[config.mk]
export PLATFORM = sky130hd
export DESIGN_NAME = line_sensor_pid_steering
export DESIGN_NICKNAME = d
export VERILOG_FILES = /design/src/rtl/core/lsps_pkg.sv /design/src/rtl/core/lsps_error_track.sv /design/src/rtl/core/lsps_speed_map.sv /design/src/rtl/core/line_sensor_pid_steering.sv
export SDC_FILE = /design/constraint.sdc
export NUM_CORES = 1
export LEC_CHECK = 0
export ABC_AREA = 1
export BUFFER_PORTS_ARGS = -buffer_cell sky130_fd_sc_hd__buf_4
export CORE_ASPECT_RATIO = 0.75
export CORE_UTILIZATION = 37
export CTS_CLUSTER_SIZE = 8
export DETAILED_ROUTE_END_ITERATION = 8
export SETUP_SLACK_MARGIN = 0.02
export SLEW_MARGIN = 20
export SYNTH_ARGS = -nofsm -noshare
export SYNTH_HDL_FRONTEND = slang
export SYNTH_SLANG_ARGS = --single-unit
[constraint.sdc]
create_clock -name clk_i -period 16.8 [get_ports clk_i]
set_input_delay 0 -clock clk_i [delete_from_list [all_inputs] [get_ports clk_i]]
set_output_delay 0 -clock clk_i [all_outputs]
set_load 0.005 [all_outputs]
[src/rtl/core/lsps_pkg.sv]
// Shared types and constants for the line sensor PID steering block.
// Used by every module under rtl/core; depends on nothing else.
package lsps_pkg;

  localparam int unsigned PropGainW  = 10;
  localparam int unsigned IntegGainW = 8;
  localparam int unsigned DerivGainW = 10;
  localparam int unsigned SpeedW     = 8;
  localparam int unsigned SensorW    = 5;
  localparam int unsigned ErrorW     = 4;
  localparam int unsigned DeltaW     = 5;
  localparam int unsigned CfgIndexW  = 2;
  localparam int unsigned CfgDataW   = 10;

  localparam logic [PropGainW-1:0]  PropGainRst  = 10'd175;
  localparam logic [IntegGainW-1:0] IntegGainRst = 8'd0;
  localparam logic [DerivGainW-1:0] DerivGainRst = 10'd100;
  localparam logic [SpeedW-1:0]     BaseSpeedRst = 8'd180;

  typedef enum logic [CfgIndexW-1:0] {
    CfgPropGain  = 2'd0,
    CfgIntegGain = 2'd1,
    CfgDerivGain = 2'd2,
    CfgBaseSpeed = 2'd3
  } cfg_reg_e;

  // Decoded error of one reading, as it moves down the pipeline.
  typedef struct packed {
    logic signed [ErrorW-1:0] err;
    logic signed [DeltaW-1:0] delta;
    logic                     lost;
  } err_stage_t;

endpackage

[src/rtl/core/lsps_error_track.sv]
// Sensor decode, held error and saturating error sum.
// Depends on lsps_pkg.
module lsps_error_track #(
  parameter int unsigned SumW = 24
) (
  input  logic                              clk_i,
  input  logic                              rst_ni,
  input  logic                              take_i,
  input  logic [lsps_pkg::SensorW-1:0]      sensor_bits_i,
  output lsps_pkg::err_stage_t              stage_o,
  output logic signed [SumW-1:0]            sum_o
);
  import lsps_pkg::*;

  localparam logic signed [SumW-1:0] SumMax = {1'b0, {(SumW-1){1'b1}}};
  localparam logic signed [SumW-1:0] SumMin = {1'b1, {(SumW-1){1'b0}}};

  logic signed [ErrorW-1:0] held_error_q, held_error_d;
  logic signed [SumW-1:0]   error_sum_q, error_sum_d;
  logic signed [ErrorW-1:0] err;
  logic signed [SumW:0]     sum_wide;
  logic signed [SumW-1:0]   sum_sat;

  always_comb begin
    case (sensor_bits_i)
      5'h10:   err = 4'sd4;
      5'h18:   err = 4'sd3;
      5'h08:   err = 4'sd2;
      5'h0C:   err = 4'sd1;
      5'h04:   err = 4'sd0;
      5'h06:   err = -4'sd1;
      5'h02:   err = -4'sd2;
      5'h03:   err = -4'sd3;
      5'h01:   err = -4'sd4;
      // All dark: steer hard towards the side where the line was last seen.
      5'h00:   err = held_error_q[ErrorW-1] ? -4'sd5 : 4'sd5;
      default: err = held_error_q;
    endcase
  end

  always_comb begin
    sum_wide = (SumW+1)'(error_sum_q) + (SumW+1)'(err);
    if (sum_wide[SumW] != sum_wide[SumW-1]) begin
      sum_sat = sum_wide[SumW] ? SumMin : SumMax;
    end else begin
      sum_sat = sum_wide[SumW-1:0];
    end
  end

  assign held_error_d = take_i ? err : held_error_q;
  assign error_sum_d  = take_i ? sum_sat : error_sum_q;

  always_ff @(posedge clk_i or negedge rst_ni) begin
    if (!rst_ni) begin
      held_error_q <= '0;
      error_sum_q  <= '0;
    end else begin
      held_error_q <= held_error_d;
      error_sum_q  <= error_sum_d;
    end
  end

  assign stage_o.err   = err;
  assign stage_o.delta = DeltaW'(err) - DeltaW'(held_error_q);
  assign stage_o.lost  = (sensor_bits_i == '0);
  assign sum_o         = sum_sat;

endmodule

[src/rtl/core/lsps_speed_map.sv]
// Maps a PID value and the base speed to the two clamped wheel duties.
// Depends on lsps_pkg.
module lsps_speed_map #(
  parameter int unsigned PidW = 35
) (
  input  logic signed [PidW-1:0]        pid_i,
  input  logic [lsps_pkg::SpeedW-1:0]   base_i,
  output logic [lsps_pkg::SpeedW-1:0]   left_o,
  output logic [lsps_pkg::SpeedW-1:0]   right_o
);
  import lsps_pkg::*;

  // Beyond +-2047 the PID value drives both wheels into the rails, so it is
  // clamped to 12 bits before the divide by six.
  localparam logic signed [PidW-1:0] PidLim = PidW'(2047);
  localparam logic [12:0]            Offs   = 13'd2052;  // 342 * 6
  localparam logic [13:0]            Recip  = 14'd10923; // ceil(2^16 / 6)
  localparam logic signed [10:0]     QOffs  = 11'sd342;

  logic signed [11:0] pid_c;

  function automatic logic [SpeedW-1:0] wheel(input logic signed [11:0] x,
                                              input logic [SpeedW-1:0] base);
    logic [12:0]        u;
    logic [26:0]        prod;
    logic signed [10:0] spd;
    begin
      u    = 13'(x) + Offs;
      prod = 27'(u) * 27'(Recip);
      spd  = $signed(11'(prod[26:16])) - QOffs + $signed(11'({1'b0, base}));
      if (spd < 0) begin
        wheel = '0;
      end else if (spd > 11'sd255) begin
        wheel = '1;
      end else begin
        wheel = spd[SpeedW-1:0];
      end
    end
  endfunction

  always_comb begin
    if (pid_i > PidLim) begin
      pid_c = 12'sd2047;
    end else if (pid_i < -PidLim) begin
      pid_c = -12'sd2047;
    end else begin
      pid_c = pid_i[11:0];
    end
  end

  assign left_o  = wheel(-pid_c, base_i);
  assign right_o = wheel(pid_c, base_i);

endmodule

[src/rtl/core/line_sensor_pid_steering.sv]
// Top level of the line sensor PID steering block.
// Depends on lsps_pkg, lsps_error_track and lsps_speed_map.
//
// Usage: each transfer on the s_axis channel carries one 5-bit sensor
// reading; each reading gives exactly one transfer on m_axis with the two
// wheel duties and the decoded error, and line_lost in tuser.
// The cfg channel writes the gains and the base speed; it is always ready
// and should be used only while no reading is in flight.
// There are three register stages: the decode and integral update, the
// three gain multiplies, then the divide by six and clamp. m_axis_tvalid
// rises once the reading has passed all three. While the output is not
// stalled one reading is taken every cycle; the held error and error
// sum are updated at the accepting edge, so readings chain without gaps.
// Each pipeline stage has its own valid bit, so when m_axis_tready is low
// the earlier stages keep filling; s_axis_tready only drops once all
// three stages hold data.
// Reset clears the pipeline, the held error and the error sum, and loads
// the register reset values.
module line_sensor_pid_steering #(
  parameter int unsigned INTEGRAL_BITS = 24
) (
  input  logic                                clk_i,
  input  logic                                rst_ni,
  input  logic                                s_axis_tvalid,
  output logic                                s_axis_tready,
  input  logic [7:0]                          s_axis_tdata,  // [4:0] sensor_bits
  output logic                                m_axis_tvalid,
  input  logic                                m_axis_tready,
  // [7:0] left_speed, [15:8] right_speed, [19:16] line_error, [23:20] zero
  output logic [23:0]                         m_axis_tdata,
  output logic                                m_axis_tuser,  // [0] line_lost
  input  logic                                cfg_valid_i,
  output logic                                cfg_ready_o,
  input  logic [lsps_pkg::CfgIndexW-1:0]      cfg_index_i,
  input  logic [lsps_pkg::CfgDataW-1:0]       cfg_data_i
);
  import lsps_pkg::*;

  localparam int unsigned SumW = INTEGRAL_BITS;
  localparam int unsigned PidW = SumW + 11;

  logic [PropGainW-1:0]  prop_gain_q;
  logic [IntegGainW-1:0] integ_gain_q;
  logic [DerivGainW-1:0] deriv_gain_q;
  logic [SpeedW-1:0]     base_speed_q;

  logic v1_q, v2_q, v3_q;
  logic rdy2, rdy3, take;

  err_stage_t             trk_stage, s1_q;
  logic signed [SumW-1:0] trk_sum, s1_sum_q;

  logic signed [ErrorW-1:0] s2_err_q;
  logic                     s2_lost_q;
  logic signed [PidW-1:0]   pid_d, pid_q;

  logic signed [14:0]     p_prop;
  logic signed [SumW+8:0] p_int;
  logic signed [15:0]     p_der;

  logic [SpeedW-1:0] left_spd, right_spd;
  logic [23:0]       tdata_d;

  assign cfg_ready_o = 1'b1;

  always_ff @(posedge clk_i or negedge rst_ni) begin
    if (!rst_ni) begin
      prop_gain_q  <= PropGainRst;
      integ_gain_q <= IntegGainRst;
      deriv_gain_q <= DerivGainRst;
      base_speed_q <= BaseSpeedRst;
    end else if (cfg_valid_i) begin
      case (cfg_reg_e'(cfg_index_i))
        CfgPropGain:  prop_gain_q  <= cfg_data_i[PropGainW-1:0];
        CfgIntegGain: integ_gain_q <= cfg_data_i[IntegGainW-1:0];
        CfgDerivGain: deriv_gain_q <= cfg_data_i[DerivGainW-1:0];
        CfgBaseSpeed: base_speed_q <= cfg_data_i[SpeedW-1:0];
        default: ;
      endcase
    end
  end

  // Per-stage ready: a stage can load when it is empty or drains this cycle.
  assign rdy3          = !v3_q || m_axis_tready;
  assign rdy2          = !v2_q || rdy3;
  assign s_axis_tready = !v1_q || rdy2;
  assign take          = s_axis_tvalid && s_axis_tready;

  lsps_error_track #(
    .SumW(SumW)
  ) u_track (
    .clk_i        (clk_i),
    .rst_ni       (rst_ni),
    .take_i       (take),
    .sensor_bits_i(s_axis_tdata[SensorW-1:0]),
    .stage_o      (trk_stage),
    .sum_o        (trk_sum)
  );

  always_ff @(posedge clk_i or negedge rst_ni) begin
    if (!rst_ni) begin
      v1_q <= 1'b0;
      v2_q <= 1'b0;
      v3_q <= 1'b0;
    end else begin
      if (s_axis_tready) begin
        v1_q <= s_axis_tvalid;
      end
      if (rdy2) begin
        v2_q <= v1_q;
      end
      if (rdy3) begin
        v3_q <= v2_q;
      end
    end
  end

  always_ff @(posedge clk_i) begin
    if (take) begin
      s1_q     <= trk_stage;
      s1_sum_q <= trk_sum;
    end
  end

  assign p_prop = $signed({1'b0, prop_gain_q}) * s1_q.err;
  assign p_int  = $signed({1'b0, integ_gain_q}) * s1_sum_q;
  assign p_der  = $signed({1'b0, deriv_gain_q}) * s1_q.delta;
  assign pid_d  = PidW'(p_prop) + PidW'(p_int) + PidW'(p_der);

  always_ff @(posedge clk_i) begin
    if (rdy2 && v1_q) begin
      pid_q     <= pid_d;
      s2_err_q  <= s1_q.err;
      s2_lost_q <= s1_q.lost;
    end
  end

  lsps_speed_map #(
    .PidW(PidW)
  ) u_speed (
    .pid_i  (pid_q),
    .base_i (base_speed_q),
    .left_o (left_spd),
    .right_o(right_spd)
  );

  assign tdata_d = {4'b0000, s2_err_q, right_spd, left_spd};

  always_ff @(posedge clk_i) begin
    if (rdy3 && v2_q) begin
      m_axis_tdata <= tdata_d;
      m_axis_tuser <= s2_lost_q;
    end
  end

  assign m_axis_tvalid = v3_q;

endmodule

==> summary.md, run 1 <==
| Metric | Value |
|---|---|
| Minimum clock period | `9.80 ns` |
| Crit path max-delay cell type | `fa_1` |
| I/O Buffers | `44` |
| #FFs+latches synth | `162` |
| Largest family of logic cells by synthesized area | `adder cells` |
| Final setup fails | `0` |
| Worst r2r dst | `m_axis_tdata[7]` |
| Routed wire length | `56.1 mm` |
| Drt wl/cell | `13.8 um` |
| Adder-Cell Fraction of Synth Area | `0.439` |
| Hold/Removal Path Class | `in -> reg` |
| Mapped Cells | `3105` |
| Die X | `310 um` |
| I/O pin count | `53` |
| Gpl congestion | `0.863` |
| DIE HEIGHT | `233 um` |
| Initial Util | `0.374` |
| Vias per inst | `4.56` |
| Initial antenna violation count | `0` |
| Worst-Skew Late Latency | `0.46 ns` |
| Critical path class | `reg -> reg` |
| Cts bufs inserted | `17` |
| Synth unique cells | `58` |
| DR vias | `18600` |
| Design area | `28200 um2` |
| Final core occ | `0.402` |
| TNS Setup | `0 ns` |
| Ys Warns | `0` |
| Most frequent CP cell | `nand2_1` |
| Post-synthesis sequential area ratio | `0.173` |
| Tcrit/Tclk final | `0.583` |
| Final Net Count | `3842` |
| Grt ovf | `0` |
| Post-CTS setup buffer count | `0` |
| Primary FF master, synth | `edfxtp_1` |
| Cts repair resizes | `0` |
| Multiplexer area fraction after synthesis | `0` |
| Synth-to-layout area growth | `7.40%` |
| R2R cell count | `52` |
| CP max FO | `8` |
| CTS tree | `yes` |
| R2r setup slk | `7.00 ns` |
| Critical path required time | `17.03 ns` |
| Layout cell share with drive strength beyond 1 | `0.0645` |
| Filler cells | `7087` |
| Max-cap violations | `0` |
| First-pass GRT wire length | `96.7 mm` |
| Xor and xnor area share after synthesis | `0.0379` |
| Clock Skews | `0.0130 ns` |
| Drc violations | `0` |
| Arrival time at the worst endpoint | `10.03 ns` |
| Place WS | `6.85 ns` |
| Run status | `finished clean` |
| Row count | `84` |
| Vias in the first global route | `18900` |
| H-tree Lvls | `4` |
| Core footprint | `70200 um2` |
| Diodes inserted | `0` |
| DP HPWL | `48.1 mm` |
| RSZ-0062 raised after global routing | `no` |
| Crit path to | `m_axis_tdata[7]` |
| Peak Freq | `102 MHz` |
| Clock tree sinks | `162` |
| Max transition margin | `0.339` |
| Area fraction in compound gates after synthesis | `0.0605` |
| CTS clk-pin slew, worst paths | `0.08 ns` |
| Die Area | `72100 um2` |
| Syn Std Cell Area | `26300 um2` |
| Worst Setup Slack, final | `7.00 ns` |
| Crit path launch type | `flop` |
| R2R Path Start | `pid_q[30]` |
| Post-synth EDFFs | `95` |
| Critical path origin | `pid_q[30]` |
| Clock buffer depth | `2` |
| Endpoints failing hold | `0` |
| Initial DRC Count | `1165` |
| Post-DRT Antenna Nets | `0` |
| CTS root buffer | `clkbuf_16` |
| Slew Viols, Final | `0` |
| Simple-Gate Fraction of Synth Area | `0.153` |
| Dpl cell area | `27500 um2` |
| Pre-Repair DR Iteration Count | `8` |
| CP peak stage delay | `0.56 ns` |
| Post-Syn Area per Cell | `8.47 um2` |
| Worst slew pin tran | `0.992 ns` |
| Worst Setup End Kind | `flop` |
| GRT Util Overall | `0.167` |
| Largest net degree at the start of global routing | `54` |
| Asr flop ratio synth | `0.414` |
[logic make-up after synthesis]
logic type,after synthesis
fa+ha+maj,700
other cells,2
buf+inv,922
flops,162
xor+xnor,109
simple gates,924
compound gates,286
[synth_stat cells (4+ instances only)]
master | n | area [um2]
nand3_2 | 4 | 40.0
nand2_2 | 15 | 93.8
a21oi_1 | 127 | 636
xor2_1 | 67 | 587
buf_2 | 5 | 25.0
edfxtp_1 | 95 | 2850
inv_2 | 10 | 37.5
nor2_2 | 6 | 37.5
a21oi_2 | 4 | 35.0
nor4_1 | 6 | 37.5
o31ai_1 | 4 | 30.0
nand2_1 | 639 | 2400
clkbuf_1 | 54 | 203
nor2_1 | 95 | 357
or2_2 | 14 | 87.6
fa_1 | 372 | 7450
buf_4 | 6 | 45.0
o21bai_1 | 11 | 82.6
o21ai_0 | 100 | 500
o21ai_2 | 4 | 35.0
ha_1 | 328 | 4100
nand2_4 | 25 | 282
clkbuf_2 | 10 | 50.1
inv_1 | 830 | 3120
xnor2_1 | 38 | 333
nor2_4 | 4 | 45.0
a21o_1 | 5 | 37.5
o21a_1 | 4 | 30.0
nand3_1 | 65 | 325
nand4_1 | 20 | 125
nor3_1 | 22 | 110
dfrtp_1 | 54 | 1350
dfstp_2 | 13 | 342
a31oi_1 | 10 | 62.6
[how the worst min path moves through the flow]
stage                         start                 endpoint  slack, ns  cells after the start
global placement             rst_ni  u_track.error_sum_q[19]      -0.10                      1
CTS                 s_axis_tdata[4]                  s1_q[0]       0.03                      4
detailed placement           rst_ni  u_track.error_sum_q[19]       -0.1                      1
floorplan                    rst_ni          base_speed_q[0]      -0.30                      0
finish                s_axis_tvalid                     v1_q       0.05                      4
global route        s_axis_tdata[4]                  s1_q[0]       0.08                      4
[registers in the layout, indices dropped and copies added (netlist names), 8 cells and up]
name,count
pid_q,35
s1_sum_q,24
u_track.error_sum_q,24
m_axis_tdata,20
deriv_gain_q,10
prop_gain_q,10
s1_q,10
base_speed_q,8
integ_gain_q,8
[timing repair]
action,in CTS,in global routing
endpoints found under the hold margin,69,0
hold buffers,13,0
setup endpoints to repair,0,0
[critical path: cells and delay by family (launching register included)]
family                     cells  cell delay [ns]
AOI/OAI and AO/OA              8             1.45
xor gates and xnor gates       2             0.71
adders and majority gates     10             3.70
buffers and inverters         11             0.89
DFF                            1             0.41
and+or+nand+nor               21             2.38
[cells in the final DEF, fill, tap and decap left out, types with 58 or more instances in the layout]
cell and count:
ha_1 328, buf_4 58, nor2_1 95, xor2_1 67, nand2_1 639, inv_1 829
a21oi_1 126, fa_1 372, nand3_1 65, o21ai_0 99, edfxtp_1 95
[per-stage QoR]
step           cells  hold WS (ns)
4_1_cts         4076        0.0253
6_report        4076        0.0503
3_3_place_gp    4031        -0.101
2_1_floorplan   3108        -0.296
3_5_place_dp    4031        -0.100
5_1_grt         4076        0.0810
[area by class of cell]
class	instances	area, um2	share of cell area
Clock buffer	20	468	0.0166
Inverter	841	3160	0.112
Tap cell	946	1180	0.0419
Sequential cell	162	4550	0.161
Timing Repair Buffer	71	566	0.0200
Clock inverter	12	114	0.00403
Multi-Input combinational cell	2024	18200	0.645
[metal layers]
metal / global-route usage / up-vias / share of wire / wire length [um]
li1: - / 9369 / - / -
met5: 0 / - / 0 / 0
met2: 0.246 / 318 / 0.41 / 22900
met4: 0.0240 / 0 / 0.0073 / 411
met1: 0.261 / 8885 / 0.54 / 30400
met3: 0.0240 / 27 / 0.043 / 2400
Power of run 1 is not shown: default switching activity piles up to over one toggle a cycle in this logic, so the estimate is an artifact.
==> run 2, diff against run 1 <==
clock period = 10.3 ns   (was 16.8 ns; I/O delays follow)
==> run 2 against run 1 <==
  * Core utilization barely moved
  * Design area barely moved
  * Count of clock-buffer cells in the layout fell by 3
  * First-iteration DRC count fell by 2.4%
  * Critical path type unchanged
  * Largest cell class unchanged
==> summary.md, run 2 (same netlist as run 1, synthesis figures left out) <==
| Metric | Value |
|---|---|
| Run status | `finished clean` |
| Initial Util | `0.374` |
| Endpoints failing hold | `0` |
| Clock Skews | `0.0104 ns` |
| Peak Freq | `107 MHz` |
| CP max FO | `8` |
| Biggest regs | `pid_q x35, s1_sum_q x24, u_track.error_sum_q x24` |
| Row count | `84` |
| I/O pin count | `53` |
| Final setup fails | `0` |
| Most frequent cells in the layout | `829 x inv_1, 639 x nand2_1, 372 x fa_1` |
| Initial antenna violation count | `0` |
| Most frequent CP cell | `nand2_1` |
| Routed wire length | `56.7 mm` |
| Max reg flops | `35` |
| Die X | `310 um` |
| Max transition margin | `0.301` |
| I/O Buffers | `44` |
| Initial DRC Count | `1137` |
| Biggest register | `pid_q` |
| Clock tree sinks | `162` |
| Critical path buffers and inverters | `10` |
| Worst path top cell family by delay | `adder cells` |
| Diodes inserted | `0` |
| Vias per inst | `4.55` |
| Crit path launch type | `flop` |
| Hold/Removal Path Class | `in -> reg` |
| Core footprint | `70200 um2` |
| Dpl cell area | `27500 um2` |
| Grt ovf | `0` |
| First-pass GRT wire length | `97.2 mm` |
| TNS Setup | `0 ns` |
| GRT Util Overall | `0.169` |
| CTS tree | `yes` |
| Design area | `28300 um2` |
| Max-cap violations | `0` |
| CP peak stage delay | `0.54 ns` |
| Worst-Skew Late Latency | `0.46 ns` |
| Worst Setup End Kind | `flop` |
| RSZ-0062 raised after global routing | `no` |
| Cts bufs inserted | `17` |
| Drt wl/cell | `13.9 um` |
| CTS clk-pin slew, worst paths | `0.07 ns` |
| Critical path required time | `10.53 ns` |
| Die Area | `72100 um2` |
| Clock buffer depth | `2` |
| Pre-Repair DR Iteration Count | `7` |
| DP HPWL | `48.6 mm` |
| Final core occ | `0.402` |
| DR vias | `18600` |
| Critical path class | `reg -> reg` |
| Arrival time at the worst endpoint | `9.59 ns` |
| Non-filler cells, final | `4075` |
| Dpl cells | `4030` |
| Crit path max-delay cell type | `fa_1` |
| Worst slew pin tran | `1.05 ns` |
| Final Net Count | `3841` |
| Post-DRT Antenna Nets | `0` |
| CTS root buffer | `clkbuf_16` |
| Gpl congestion | `0.893` |
| Slew Viols, Final | `0` |
| Synth-to-layout area growth | `7.48%` |
| Commonest non-fill, non-tap cell in the layout | `inv_1` |
| Layout cell share with drive strength beyond 1 | `0.0655` |
| H-tree Lvls | `4` |
| Drc violations | `0` |
| Tcrit/Tclk final | `0.909` |
| Largest net degree at the start of global routing | `63` |
| DIE HEIGHT | `233 um` |
| Minimum clock period | `9.37 ns` |
| Vias in the first global route | `18700` |
==> run 2: changes by cell type in the layout (fill, tap and decap cells not counted), sizes merged <==
cell	delta
buf	-1
clkbuf	-3
inv	+3
==> run 2: area by class of cell <==
class,instances,area [um2]
repair buffers,70,558
well taps,946,1180
inverters,841,3160
flip-flops and latches,162,4550
clock inverters,15,156
clock buffers,17,425
multi-input cells,2024,18200
fillers,7171,42000
==> run 2: final timing paths <==
path | start | end | slack (ns) | cells past startpoint
hold reg to reg | s1_q[0] | s2_lost_q | 0.43 | 0
hold / removal | s_axis_tvalid | v1_q | 0.03 | 4
min in group asynchronous | rst_ni | u_track.error_sum_q[16] | 0.22 | 3
setup reg to reg | pid_q[30] | m_axis_tdata[7] | 0.93 | 51
setup / recovery | pid_q[30] | m_axis_tdata[7] | 0.93 | 51
max in group asynchronous | rst_ni | u_track.held_error_q[3] | 9.14 | 3
==> run 2: per-layer routing <==
| layer | global-route usage | wire length (um) | vias up |
|---|---|---|---|
| met5 | 0 | 0 | - |
| met4 | 0.0189 | 386 | 0 |
| met3 | 0.0282 | 2690 | 23 |
| met2 | 0.244 | 22700 | 348 |
| met1 | 0.266 | 30900 | 8813 |
| li1 | - | - | 9370 |
==> run 2: per-stage QoR <==
step                      setup WS [ns]  hold WS, ns
after global routing             0.0185       0.0515
after CTS                         0.510      0.00967
after detailed placement          0.528       -0.115
final                             0.934       0.0325
after global placement            0.643       -0.115
after floorplan                    1.75       -0.296
==> run 2: worst register-to-register path: cells and delay by family, from the launching register on <==
kind	cells	cell delay (ns)
compound gates	8	1.32
simple gates	21	2.43
buf+inv	10	0.77
fa+ha+maj	10	3.75
flops	1	0.39
xor+xnor	2	0.47
==> run 2: timing repair <==
action | in CTS | in global routing
resized for setup | 0 | 5
endpoints found under the setup margin | 0 | 8
hold endpoints to repair | 92 | 0
setup buffers | 0 | 0
hold buffers | 13 | 0
Power of run 2 is left out for the same reason.
